**src/hw/rtl/swp_pkg.sv**
```systemverilog
// Shared types and constants for the swap slot chain allocator.
package swp_pkg;

  localparam int unsigned HeadW   = 6;
  localparam int unsigned PageW   = 32;
  localparam int unsigned BaseW   = 20;
  localparam int unsigned BlockW  = 21;
  localparam int unsigned BlkShft = 3;

  localparam logic [PageW-1:0] FREE_MARK = '1;

  localparam logic KIND_STORE  = 1'b0;
  localparam logic KIND_FREE   = 1'b1;
  localparam logic STATUS_DONE = 1'b0;
  localparam logic STATUS_FULL = 1'b1;

  typedef struct packed {
    logic              kind;
    logic              has_chain;
    logic [HeadW-1:0]  head_slot;
    logic [PageW-1:0]  page_addr;
  } req_t;

  typedef struct packed {
    logic              status;
    logic [HeadW-1:0]  slot;
    logic [BlockW-1:0] first_block;
    logic [HeadW-1:0]  new_head;
    logic              head_valid;
  } rsp_t;

  typedef struct packed {
    logic page_we;
    logic link_we;
  } mem_we_t;

endpackage

```
**src/hw/rtl/swap_slot_chain_allocator.sv**
```systemverilog
// Top level of the swap slot chain allocator: config register, sequencer and slot table.
// After reset the block clears the slot table with busy high. A request first reduces
// head_slot by subtracting SLOTS until it is below SLOTS, then walks the chain (or frees
// each chain slot for a free request); a store whose page is not found in the chain
// then scans for a free entry and allocates it, writing the link from the last walked slot
// when needed. The slot table delivers one entry per cycle. The result word is shown for
// exactly one cycle with res_valid_o and must be taken then; busy falls in that same
// cycle. base_block may be written whenever the block is idle.
module swap_slot_chain_allocator #(
  parameter int unsigned SLOTS = 64
) (
  input  logic           clk_i,
  input  logic           rst_ni,
  input  logic           start,
  output logic           busy,
  input  swp_pkg::req_t  req_i,
  output swp_pkg::rsp_t  res_o,
  output logic           res_valid_o,
  input  logic           cfg_valid_i,
  output logic           cfg_ready_o,
  input  logic [19:0]    cfg_data_i
);
  import swp_pkg::*;

  localparam int unsigned AW = $clog2(SLOTS);
  localparam int unsigned LW = $clog2(SLOTS+1);

  logic [BaseW-1:0] base_block_q;
  logic [AW-1:0]    rd_addr, wr_addr;
  mem_we_t          we;
  logic [PageW-1:0] page_wd, page_rd;
  logic [LW-1:0]    link_wd, link_rd;

  assign cfg_ready_o = 1'b1;

  always_ff @(posedge clk_i or negedge rst_ni) begin
    if (!rst_ni) begin
      base_block_q <= '0;
    end else if (cfg_valid_i && cfg_ready_o) begin
      base_block_q <= cfg_data_i;
    end
  end

  swp_ctrl #(
    .SLOTS(SLOTS)
  ) u_ctrl (
    .clk_i       (clk_i),
    .rst_ni      (rst_ni),
    .start       (start),
    .busy        (busy),
    .req_i       (req_i),
    .base_block_i(base_block_q),
    .res_o       (res_o),
    .res_valid_o (res_valid_o),
    .rd_addr_o   (rd_addr),
    .wr_addr_o   (wr_addr),
    .we_o        (we),
    .page_wd_o   (page_wd),
    .link_wd_o   (link_wd),
    .page_rd_i   (page_rd),
    .link_rd_i   (link_rd)
  );

  swp_mem #(
    .SLOTS(SLOTS)
  ) u_mem (
    .clk_i    (clk_i),
    .rd_addr_i(rd_addr),
    .wr_addr_i(wr_addr),
    .we_i     (we),
    .page_wd_i(page_wd),
    .link_wd_i(link_wd),
    .page_rd_o(page_rd),
    .link_rd_o(link_rd)
  );

endmodule

```
**src/hw/rtl/swp_mem.sv**
```systemverilog
// Slot table memories: page word and next-slot link per slot, with write forwarding.
module swp_mem #(
  parameter int unsigned SLOTS = 64
) (
  input  logic                         clk_i,
  input  logic [$clog2(SLOTS)-1:0]     rd_addr_i,
  input  logic [$clog2(SLOTS)-1:0]     wr_addr_i,
  input  swp_pkg::mem_we_t             we_i,
  input  logic [31:0]                  page_wd_i,
  input  logic [$clog2(SLOTS+1)-1:0]   link_wd_i,
  output logic [31:0]                  page_rd_o,
  output logic [$clog2(SLOTS+1)-1:0]   link_rd_o
);
  import swp_pkg::*;

  localparam int unsigned LW = $clog2(SLOTS+1);

  logic [PageW-1:0] page_mem [SLOTS];
  logic [LW-1:0]    link_mem [SLOTS];

  always_ff @(posedge clk_i) begin
    if (we_i.page_we) begin
      page_mem[wr_addr_i] <= page_wd_i;
    end
    if (we_i.link_we) begin
      link_mem[wr_addr_i] <= link_wd_i;
    end
  end

  always_ff @(posedge clk_i) begin
    if (we_i.page_we && (wr_addr_i == rd_addr_i)) begin
      page_rd_o <= page_wd_i;
    end else begin
      page_rd_o <= page_mem[rd_addr_i];
    end
    if (we_i.link_we && (wr_addr_i == rd_addr_i)) begin
      link_rd_o <= link_wd_i;
    end else begin
      link_rd_o <= link_mem[rd_addr_i];
    end
  end

endmodule

```
**src/hw/rtl/swp_ctrl.sv**
```systemverilog
// Request sequencer: clearing pass, head reduction, chain walk or free, free scan, allocation and result word.
module swp_ctrl #(
  parameter int unsigned SLOTS = 64
) (
  input  logic                         clk_i,
  input  logic                         rst_ni,
  input  logic                         start,
  output logic                         busy,
  input  swp_pkg::req_t                req_i,
  input  logic [19:0]                  base_block_i,
  output swp_pkg::rsp_t                res_o,
  output logic                         res_valid_o,
  output logic [$clog2(SLOTS)-1:0]     rd_addr_o,
  output logic [$clog2(SLOTS)-1:0]     wr_addr_o,
  output swp_pkg::mem_we_t             we_o,
  output logic [31:0]                  page_wd_o,
  output logic [$clog2(SLOTS+1)-1:0]   link_wd_o,
  input  logic [31:0]                  page_rd_i,
  input  logic [$clog2(SLOTS+1)-1:0]   link_rd_i
);
  import swp_pkg::*;

  localparam int unsigned AW = $clog2(SLOTS);
  localparam int unsigned LW = $clog2(SLOTS+1);
  localparam int unsigned CW = $clog2(SLOTS+1);

  localparam logic [2:0] ST_CLEAR  = 3'd0;
  localparam logic [2:0] ST_IDLE   = 3'd1;
  localparam logic [2:0] ST_REDUCE = 3'd2;
  localparam logic [2:0] ST_FREE   = 3'd3;
  localparam logic [2:0] ST_WALK   = 3'd4;
  localparam logic [2:0] ST_SCAN   = 3'd5;
  localparam logic [2:0] ST_ALLOC  = 3'd6;
  localparam logic [2:0] ST_LINK   = 3'd7;

  localparam logic [AW-1:0] LastIdx  = AW'(SLOTS - 1);
  localparam logic [CW-1:0] LastStep = CW'(SLOTS - 1);

  logic [2:0]       st_q, st_d;
  logic             kind_q, kind_d;
  logic             has_q, has_d;
  logic [HeadW-1:0] head_q, head_d;
  logic [PageW-1:0] page_q, page_d;
  logic [AW-1:0]    cur_q, cur_d;
  logic [CW-1:0]    steps_q, steps_d;
  logic [AW-1:0]    sc_q, sc_d;
  logic [AW-1:0]    ns_q, ns_d;
  rsp_t             res_q, res_d;
  logic             res_valid_q, res_valid_d;

  logic             more;
  logic [AW-1:0]    nx;

  function automatic logic [BlockW-1:0] block_of(logic [19:0] base, logic [AW-1:0] s);
    block_of = BlockW'(base) + BlockW'({s, {BlkShft{1'b0}}});
  endfunction

  assign more = (link_rd_i != '0) && (32'(link_rd_i) <= SLOTS);
  assign nx   = AW'(link_rd_i - LW'(1));

  always_comb begin
    st_d        = st_q;
    kind_d      = kind_q;
    has_d       = has_q;
    head_d      = head_q;
    page_d      = page_q;
    cur_d       = cur_q;
    steps_d     = steps_q;
    sc_d        = sc_q;
    ns_d        = ns_q;
    res_d       = res_q;
    res_valid_d = 1'b0;
    rd_addr_o   = cur_q;
    wr_addr_o   = cur_q;
    we_o        = '0;
    page_wd_o   = FREE_MARK;
    link_wd_o   = '0;

    case (st_q)
      ST_CLEAR: begin
        wr_addr_o    = sc_q;
        we_o.page_we = 1'b1;
        if (sc_q == LastIdx) begin
          sc_d = '0;
          st_d = ST_IDLE;
        end else begin
          sc_d = sc_q + AW'(1);
        end
      end
      ST_IDLE: begin
        if (start) begin
          kind_d = req_i.kind;
          has_d  = req_i.has_chain;
          head_d = req_i.head_slot;
          page_d = req_i.page_addr;
          st_d   = ST_REDUCE;
        end
      end
      ST_REDUCE: begin
        steps_d = '0;
        if (32'(head_q) >= SLOTS) begin
          head_d = head_q - HeadW'(SLOTS);
        end else if (kind_q == KIND_FREE) begin
          if (has_q) begin
            cur_d     = AW'(head_q);
            rd_addr_o = AW'(head_q);
            st_d      = ST_FREE;
          end else begin
            res_d       = '0;
            res_valid_d = 1'b1;
            st_d        = ST_IDLE;
          end
        end else if (has_q) begin
          cur_d     = AW'(head_q);
          rd_addr_o = AW'(head_q);
          st_d      = ST_WALK;
        end else begin
          sc_d      = '0;
          rd_addr_o = '0;
          st_d      = ST_SCAN;
        end
      end
      ST_FREE: begin
        wr_addr_o    = cur_q;
        we_o.page_we = 1'b1;
        we_o.link_we = 1'b1;
        if (!more || (steps_q == LastStep)) begin
          res_d       = '0;
          res_valid_d = 1'b1;
          st_d        = ST_IDLE;
        end else begin
          cur_d     = nx;
          rd_addr_o = nx;
          steps_d   = steps_q + CW'(1);
        end
      end
      ST_WALK: begin
        if (page_rd_i == page_q) begin
          res_d.status      = STATUS_DONE;
          res_d.slot        = HeadW'(cur_q);
          res_d.first_block = block_of(base_block_i, cur_q);
          res_d.new_head    = head_q;
          res_d.head_valid  = 1'b1;
          res_valid_d       = 1'b1;
          st_d              = ST_IDLE;
        end else if (!more || (steps_q == LastStep)) begin
          sc_d      = '0;
          rd_addr_o = '0;
          st_d      = ST_SCAN;
        end else begin
          cur_d     = nx;
          rd_addr_o = nx;
          steps_d   = steps_q + CW'(1);
        end
      end
      ST_SCAN: begin
        rd_addr_o = sc_q + AW'(1);
        if (page_rd_i == FREE_MARK) begin
          ns_d = sc_q;
          st_d = ST_ALLOC;
        end else if (sc_q == LastIdx) begin
          res_d.status      = STATUS_FULL;
          res_d.slot        = '0;
          res_d.first_block = '0;
          res_d.new_head    = has_q ? head_q : '0;
          res_d.head_valid  = has_q;
          res_valid_d       = 1'b1;
          st_d              = ST_IDLE;
        end else begin
          sc_d = sc_q + AW'(1);
        end
      end
      ST_ALLOC: begin
        wr_addr_o         = ns_q;
        we_o.page_we      = 1'b1;
        we_o.link_we      = 1'b1;
        page_wd_o         = page_q;
        res_d.status      = STATUS_DONE;
        res_d.slot        = HeadW'(ns_q);
        res_d.first_block = block_of(base_block_i, ns_q);
        res_d.new_head    = has_q ? head_q : HeadW'(ns_q);
        res_d.head_valid  = 1'b1;
        if (has_q && (cur_q != ns_q)) begin
          st_d = ST_LINK;
        end else begin
          res_valid_d = 1'b1;
          st_d        = ST_IDLE;
        end
      end
      ST_LINK: begin
        wr_addr_o    = cur_q;
        we_o.link_we = 1'b1;
        link_wd_o    = LW'(ns_q) + LW'(1);
        res_valid_d  = 1'b1;
        st_d         = ST_IDLE;
      end
      default: begin
        st_d = ST_IDLE;
      end
    endcase
  end

  always_ff @(posedge clk_i or negedge rst_ni) begin
    if (!rst_ni) begin
      st_q        <= ST_CLEAR;
      sc_q        <= '0;
      res_valid_q <= 1'b0;
    end else begin
      st_q        <= st_d;
      sc_q        <= sc_d;
      res_valid_q <= res_valid_d;
    end
  end

  always_ff @(posedge clk_i) begin
    kind_q  <= kind_d;
    has_q   <= has_d;
    head_q  <= head_d;
    page_q  <= page_d;
    cur_q   <= cur_d;
    steps_q <= steps_d;
    ns_q    <= ns_d;
    res_q   <= res_d;
  end

  assign busy        = (st_q != ST_IDLE);
  assign res_o       = res_q;
  assign res_valid_o = res_valid_q;

  a_clear_busy: assert property (@(posedge clk_i) disable iff (!rst_ni)
    (st_q == ST_CLEAR) |-> busy)
    else $error("clearing pass not flagged busy");

  a_accept_reduce: assert property (@(posedge clk_i) disable iff (!rst_ni)
    (start && !busy) |=> (st_q == ST_REDUCE))
    else $error("accepted request did not enter head reduction");

  a_strobe_single: assert property (@(posedge clk_i) disable iff (!rst_ni)
    res_valid_q |=> !res_valid_q)
    else $error("result strobe longer than one cycle");

  a_full_zero: assert property (@(posedge clk_i) disable iff (!rst_ni)
    (res_valid_q && (res_q.status == STATUS_FULL)) |->
      ((res_q.slot == '0) && (res_q.first_block == '0)))
    else $error("full-table result carries a slot");

  a_walk_bound: assert property (@(posedge clk_i) disable iff (!rst_ni)
    ((st_q == ST_WALK) || (st_q == ST_FREE)) |-> (steps_q <= LastStep))
    else $error("chain walk exceeded table size");

endmodule
```
**config.mk**
```make
export PLATFORM = sky130hd
export DESIGN_NAME = swap_slot_chain_allocator
export DESIGN_NICKNAME = d
export VERILOG_FILES = /design/src/hw/rtl/swp_pkg.sv /design/src/hw/rtl/swap_slot_chain_allocator.sv /design/src/hw/rtl/swp_mem.sv /design/src/hw/rtl/swp_ctrl.sv
export SDC_FILE = /design/constraint.sdc
export NUM_CORES = 2
export LEC_CHECK = 0
export BUFFER_PORTS_ARGS = -buffer_cell sky130_fd_sc_hd__buf_2
export CORE_ASPECT_RATIO = 0.6
export CORE_MARGIN = 5
export CORE_UTILIZATION = 31
export DETAILED_ROUTE_END_ITERATION = 10
export GPL_TIMING_DRIVEN = 0
export PLACE_DENSITY = 0.43
export SLEW_MARGIN = 20
export SYNTH_ARGS = -nofsm -noshare
export SYNTH_HDL_FRONTEND = slang
export SYNTH_SLANG_ARGS = --single-unit
```
**constraint.sdc**
```tcl
create_clock -name clk_i -period 9 [get_ports clk_i]
set_input_delay 0 -clock clk_i [delete_from_list [all_inputs] [get_ports clk_i]]
set_output_delay 0 -clock clk_i [all_outputs]
set_load 0.05 [all_outputs]
```
Yosys cells after proc, flatten, opt, wreduce, memory -nomap -nowiden
Memory sizes are Yosys's and may differ from the RTL's. A register that Yosys moved wholly into a read port is not among the register bits.
Cells that the tools add are included.

word-level totals
  register bits after elaboration = 124
  latch bits = 0
  RAM bits = 2496
  ROM bits = 0
  input port bits = 64
  output and inout port bits = 38
  word-level logic and storage cells = 123
  memories = 2

memories
  name            depth  width  rd ports  clocked after Yosys merged registers in  wr ports  line           RTL
  u_mem.page_mem  64     32     1         1                                        1         swp_mem.sv:18  logic [PageW-1:0] page_mem [SLOTS];
  u_mem.link_mem  64     7      1         1                                        1         swp_mem.sv:19  logic [LW-1:0] link_mem [SLOTS];

cells by class
  $add $sub $neg = 6
  multipliers = 0
  div/mod/pow operators = 0
  magnitude comparators = 1
  equal/unequal tests = 25
  shift-type cells = 0
  mux-type cells = 56
  bitwise logic cells = 0
  reductions and logical operators = 17

operator list
  cell                                                                      count
  35-bit 2-to-1 mux                                                         6
  35-bit case mux with 5 select lines                                       1
  6-bit 2-to-1 mux                                                          15
  6-bit case mux with 4 select lines                                        2
  20-bit by 9-bit adder with 21-bit output                                  2
  32-bit equality test                                                      1
  32-bit equality test (second input constant)                              1
  32-bit 2-to-1 mux                                                         1
  3-bit 2-to-1 mux                                                          8
  3-bit case mux with 8 select lines                                        1
  7-bit 2-to-1 mux                                                          3
  7-bit case mux with 3 select lines                                        1
  6-bit case mux with 3 select lines                                        1
  1-bit 2-to-1 mux                                                          14
  7-bit AND reduction                                                       2
  3-bit equality test (second input constant)                               4
  2-bit inequality test (second input constant)                             6
  6-bit case mux with 2 select lines                                        1
  2-bit by 1-bit inequality test with 1-bit output (second input constant)  5
  6-bit by 1-bit adder with 7-bit output (second input constant)            1
  7-bit by 1-bit adder with 7-bit output (second input constant)            1
  7-bit by 6-bit equality test with 1-bit output (second input constant)    1
  7-bit <= comparator (second input constant)                               1
  7-bit nonzero test                                                        1
  19 further kinds                                                          25

Longest topological paths before layout
  word-level depth = 7
  depth in mapped cells = 23
  mapped depth without buffers = 15

Cells and area by module
A second synthesis with hierarchy kept.

unflattened totals
  cells, all modules = 4738
  area, all modules = 102828.6 sq um

modules (own cells, without submodules)
  module                     times used  cells each  area an instance (sq um)  sequential area each (sq um)
  swp_mem                    1           4075        95726.8                   75072.0
  swp_ctrl                   1           619         6267.3                    3072.9
  swap_slot_chain_allocator  1           44          834.6                     500.5

Least setup slack after synthesis
Ideal clock, no wire load.

  path type = register -> register
  start point = reg with a tool-made name
  end point = reg u_ctrl.res_q (netlist bit u_ctrl.res_o[0]), enable pin
  arrival time = 7.298 ns
  required time = 8.485 ns
  slack = 1.187 ns
  stages on the path, launching flop included = 20
  buffers on the path = 8
  period minus slack after synthesis = 7.813 ns
  cells stage by stage = dfxtp_1 -> buf_6 -> buf_6 -> buf_6 -> buf_6 -> buf_6 -> buf_4 -> buf_2 -> mux4_2 -> a221oi_1 -> o21ai_0 -> o211ai_1 -> ha_1 -> inv_1 -> a211oi_1 -> mux2i_1 -> buf_2 -> a31o_2 -> a22oi_1 -> nor4_1

RTL lines
  what                  line             RTL
  to (signal assigned)  swp_ctrl.sv:223  res_q <= res_d;
  to (decl)             swp_ctrl.sv:48   rsp_t res_q, res_d;

==> reports/metrics.yaml <==
timing:
  tns_ns: 0
  slew_headroom: 0.0933
  timing.clock.skew_ns: 0.0723
  finalCritPeriodShare: 0.991
  fmax_mhz: 112
  layout_min_cycle_time_ns: 8.92
  worst_slew_pin_slew_ns: 1.36
  hold_slack_ns: 0.127
  drv_slew: 0
  finalSetupViolations: 0
  rsz0062_at_grt: "false"
  hold_viol: 0
placed_design:
  portBuffers: 100
  dp_hpwl_mm: 377
  placed_area_um2: 118000
  globalplace.congestion: 0.961
synth:
  synth_edf_count: 2590
  ys.warnings.count: 0
  async_flop_share: 0.0114
  syn-num-nets: 5494
  synth_area_per_cell_um2: 19.2
  syn-cell-area_um2: 104000
  synth-seq-cells: 2626
  synth_cell_types: 87
  netlist_instances: 5418
  ys_seq_area_frac: 0.757
  ys.flop_type: "edfxtp_1"
global_routing:
  grt_usage: 0.292
  grt_first_pass_wirelength_mm: 655
  antenna_found_initial: 80
  grt_max_degree: 65
  grt_pass1_vias: 60000
  overflow: 0
layout:
  multi_input_area_um2: 24400
  n_fill_cell: 30300
  drive_gt1_frac: 0.257
  mostFrequentLayoutCell: "edfxtp_1"
  area_growth_pct: 23.5
  stdcell_area_um2: 128000
  mostFrequentLayoutCells: "edfxtp_1 (2590), mux2i_1 (463), mux4_2 (408), clkbuf_16 (279), buf_2 (232)"
  regArea_um2: 78600
  utilization: 0.385
  layout.nets: 6355
clocking:
  cts.clk_slew.worst_paths_ns: 0.06
  cts_tree: "yes"
  cts_max_level: 5
  cts.sinks: 2626
  cts-root-buf: "clkbuf_16"
  clock_latency_ns: 0.92
  cts.path.max_buffers: 4
  cts_buffers: 273
worst_setup_path:
  endpoint: "u_ctrl.res_o[24]$_DFFE_PP_"
  rr_worst_depth: 17
  critPathKind: "register to register"
  r2r_slack_ns: 0.08
  critPathCaptureType: "register"
  path_max_fanout: 10
  worst_path_largest_cell_delay_ns: 1.04
  crit_chain: "clkbuf_1 > clkbuf_1 > clkbuf_2 > nand2_1 > nor2_4 > a22oi_1 > nand4_1 > nand4_1 > o21ai_0 > nand4_1 > nor3_2 > nor2_1 > nor2_1 > nor4_2 > buf_2 > buf_2 > buf_2"
  critical_path.slowest_cell: "clkbuf_1"
  worstPathArrival_ns: 9.58
  start_kind: "register"
  cp.required_ns: 9.66
  rr_endpoint: "u_ctrl.res_o[24]$_DFFE_PP_"
route:
  drc: 0
  ant_nets: 0
  drtIter0Drc: 14100
  wl_per_cell_um: 47.4
  via_count: 67300
  drtPass1Iterations: 7
  drt-vias-per-instance: 6.13
  wirelength_mm: 521
outcome:
  status: "completed"
power:
  total_power_w: 0.0467
  p_int_w: 0.0263
  p_switching_w: 0.0205
  swShare: 0.438
  powerDensity_nw_per_um2: 364
  p_leak_nw: 41.3
  power_frac_seq: 0.317
  peakVddDrop_mv: 0.202
  clkPwrFrac: 0.241
  pwr-share-comb: 0.442
job:
  cap_violations: 0
floorplanning:
  initial_core_util: 0.312
  dieArea_um2: 347000
  dieHeight_um: 458
  coreArea_um2: 333000
  rows: 164
  ios: 102
  dieWidth_um: 757
hold_path:
  hold_class: "primary input to register"
critical path: cells and delay by family (launching register included):
family,cells,cell delay (ns)
AND/OR/NAND/NOR,9,4.37
buffers and inverters,6,2.78
AO/OA/AOI/OAI,2,0.84
flip-flops,1,0.59
cells in the mapped netlist, drive strengths merged, types with 16 or more instances:
cell	instances	share of area
edfxtp	2590	0.75
mux2i	467	0.045
mux4	408	0.088
nor2	240	0.0087
a22oi	220	0.016
buf	186	0.011
nand2	182	0.0066
nand3	128	0.0062
clkbuf	120	0.0043
o21ai	80	0.0039
a21oi	79	0.0038
mux2	53	0.0057
nand4	53	0.0032
or3	40	0.0024
nor3	39	0.0019
xor2	36	0.0030
nor2b	35	0.0021
inv	31	0.0011
o22ai	31	0.0019
dfrtp	30	0.0072
nand2b	30	0.0018
xnor2	29	0.0024
a221oi	23	0.0019
and3	22	0.0013
a31oi	21	0.0013
a22o	19	0.0016
and2	18	0.0011
o211ai	18	0.0013
a32oi	16	0.0013
logic make-up after synthesis:
logic type / share of synthesized area
AOI/OAI and AO/OA: 0.0403
and+or+nand+nor: 0.0403
DFF: 0.757
adders and majority gates: 0.00152
other: 0.0000361
buffers and inverters: 0.0163
xor gates and xnor gates: 0.00548
muxes: 0.139
routing by layer:
layer / GRT usage / share of wire
met1: 0.423 / 0.42
met2: 0.370 / 0.38
met3: 0.151 / 0.16
met4: 0.0927 / 0.037
met5: 0.0110 / 0.0013
layout make-up:
| class | count | area share |
|---|---|---|
| sequential | 2626 | 0.613 |
| multi-input combinational | 2452 | 0.191 |
| timing repair buffer | 586 | 0.0725 |
| clock buffer | 339 | 0.0562 |
| tap | 4482 | 0.0437 |
| buffer | 306 | 0.0130 |
| clock inverter | 134 | 0.00943 |
| inverter | 34 | 0.00101 |
| antenna | 31 | 0.000605 |
stage by stage:
step | cells | setup slack, ns
2_1_floorplan | 5418 | 1.19
3_3_place_gp | 10000 | -5.56
3_5_place_dp | 10300 | 0.112
4_1_cts | 11000 | 0.0918
5_1_grt | 11000 | 0.271
6_report | 11000 | 0.0803
worst min path at each step:
stage	startpoint	slack, ns	end	depth (start not counted)
after floorplan	rst_ni	-0.30	base_block_q[0]$_DFFE_PN0P_	0
after global placement	rst_ni	0.15	base_block_q[16]$_DFFE_PN0P_	1
after detailed placement	rst_ni	0.15	base_block_q[0]$_DFFE_PN0P_	1
after CTS	rst_ni	0.07	base_block_q[15]$_DFFE_PN0P_	4
after global routing	rst_ni	0.15	base_block_q[16]$_DFFE_PN0P_	4
final	start	0.13	u_ctrl.st_q[1]$_DFFE_PN0P_	4
what timing repair did:
action / 4_1_cts / 5_1_grt
hold buffers: 148 / 0
setup endpoints to repair: 0 / 6
endpoints found under the hold margin: 132 / 0
resized for setup: 0 / 1
setup buffers: 0 / 2
power by group through the flow:
stage,Clock (W),Sequential (W),Combinational (W)
final,0.0113,0.0148,0.0206
after floorplan,0,0.0152,0.00794
after CTS,0.0113,0.0148,0.0194
after detailed placement,0,0.0150,0.0193
after global routing,0.0119,0.0148,0.0203
after global placement,0,0.0152,0.0177
registers in the layout, indices dropped and copies added (netlist names), 3 cells and up, named ones only:
name	flops
u_ctrl.steps_q	7
u_ctrl.res_o	35
u_ctrl.head_q	6
u_mem.page_mem	2048
u_ctrl.page_q	32
u_mem.link_mem	448
u_ctrl.cur_q	6
u_ctrl.st_q	3
u_ctrl.ns_q	6
u_ctrl.sc_q	6
base_block_q	20
No activity file was read; power rests on OpenSTA's default activity.
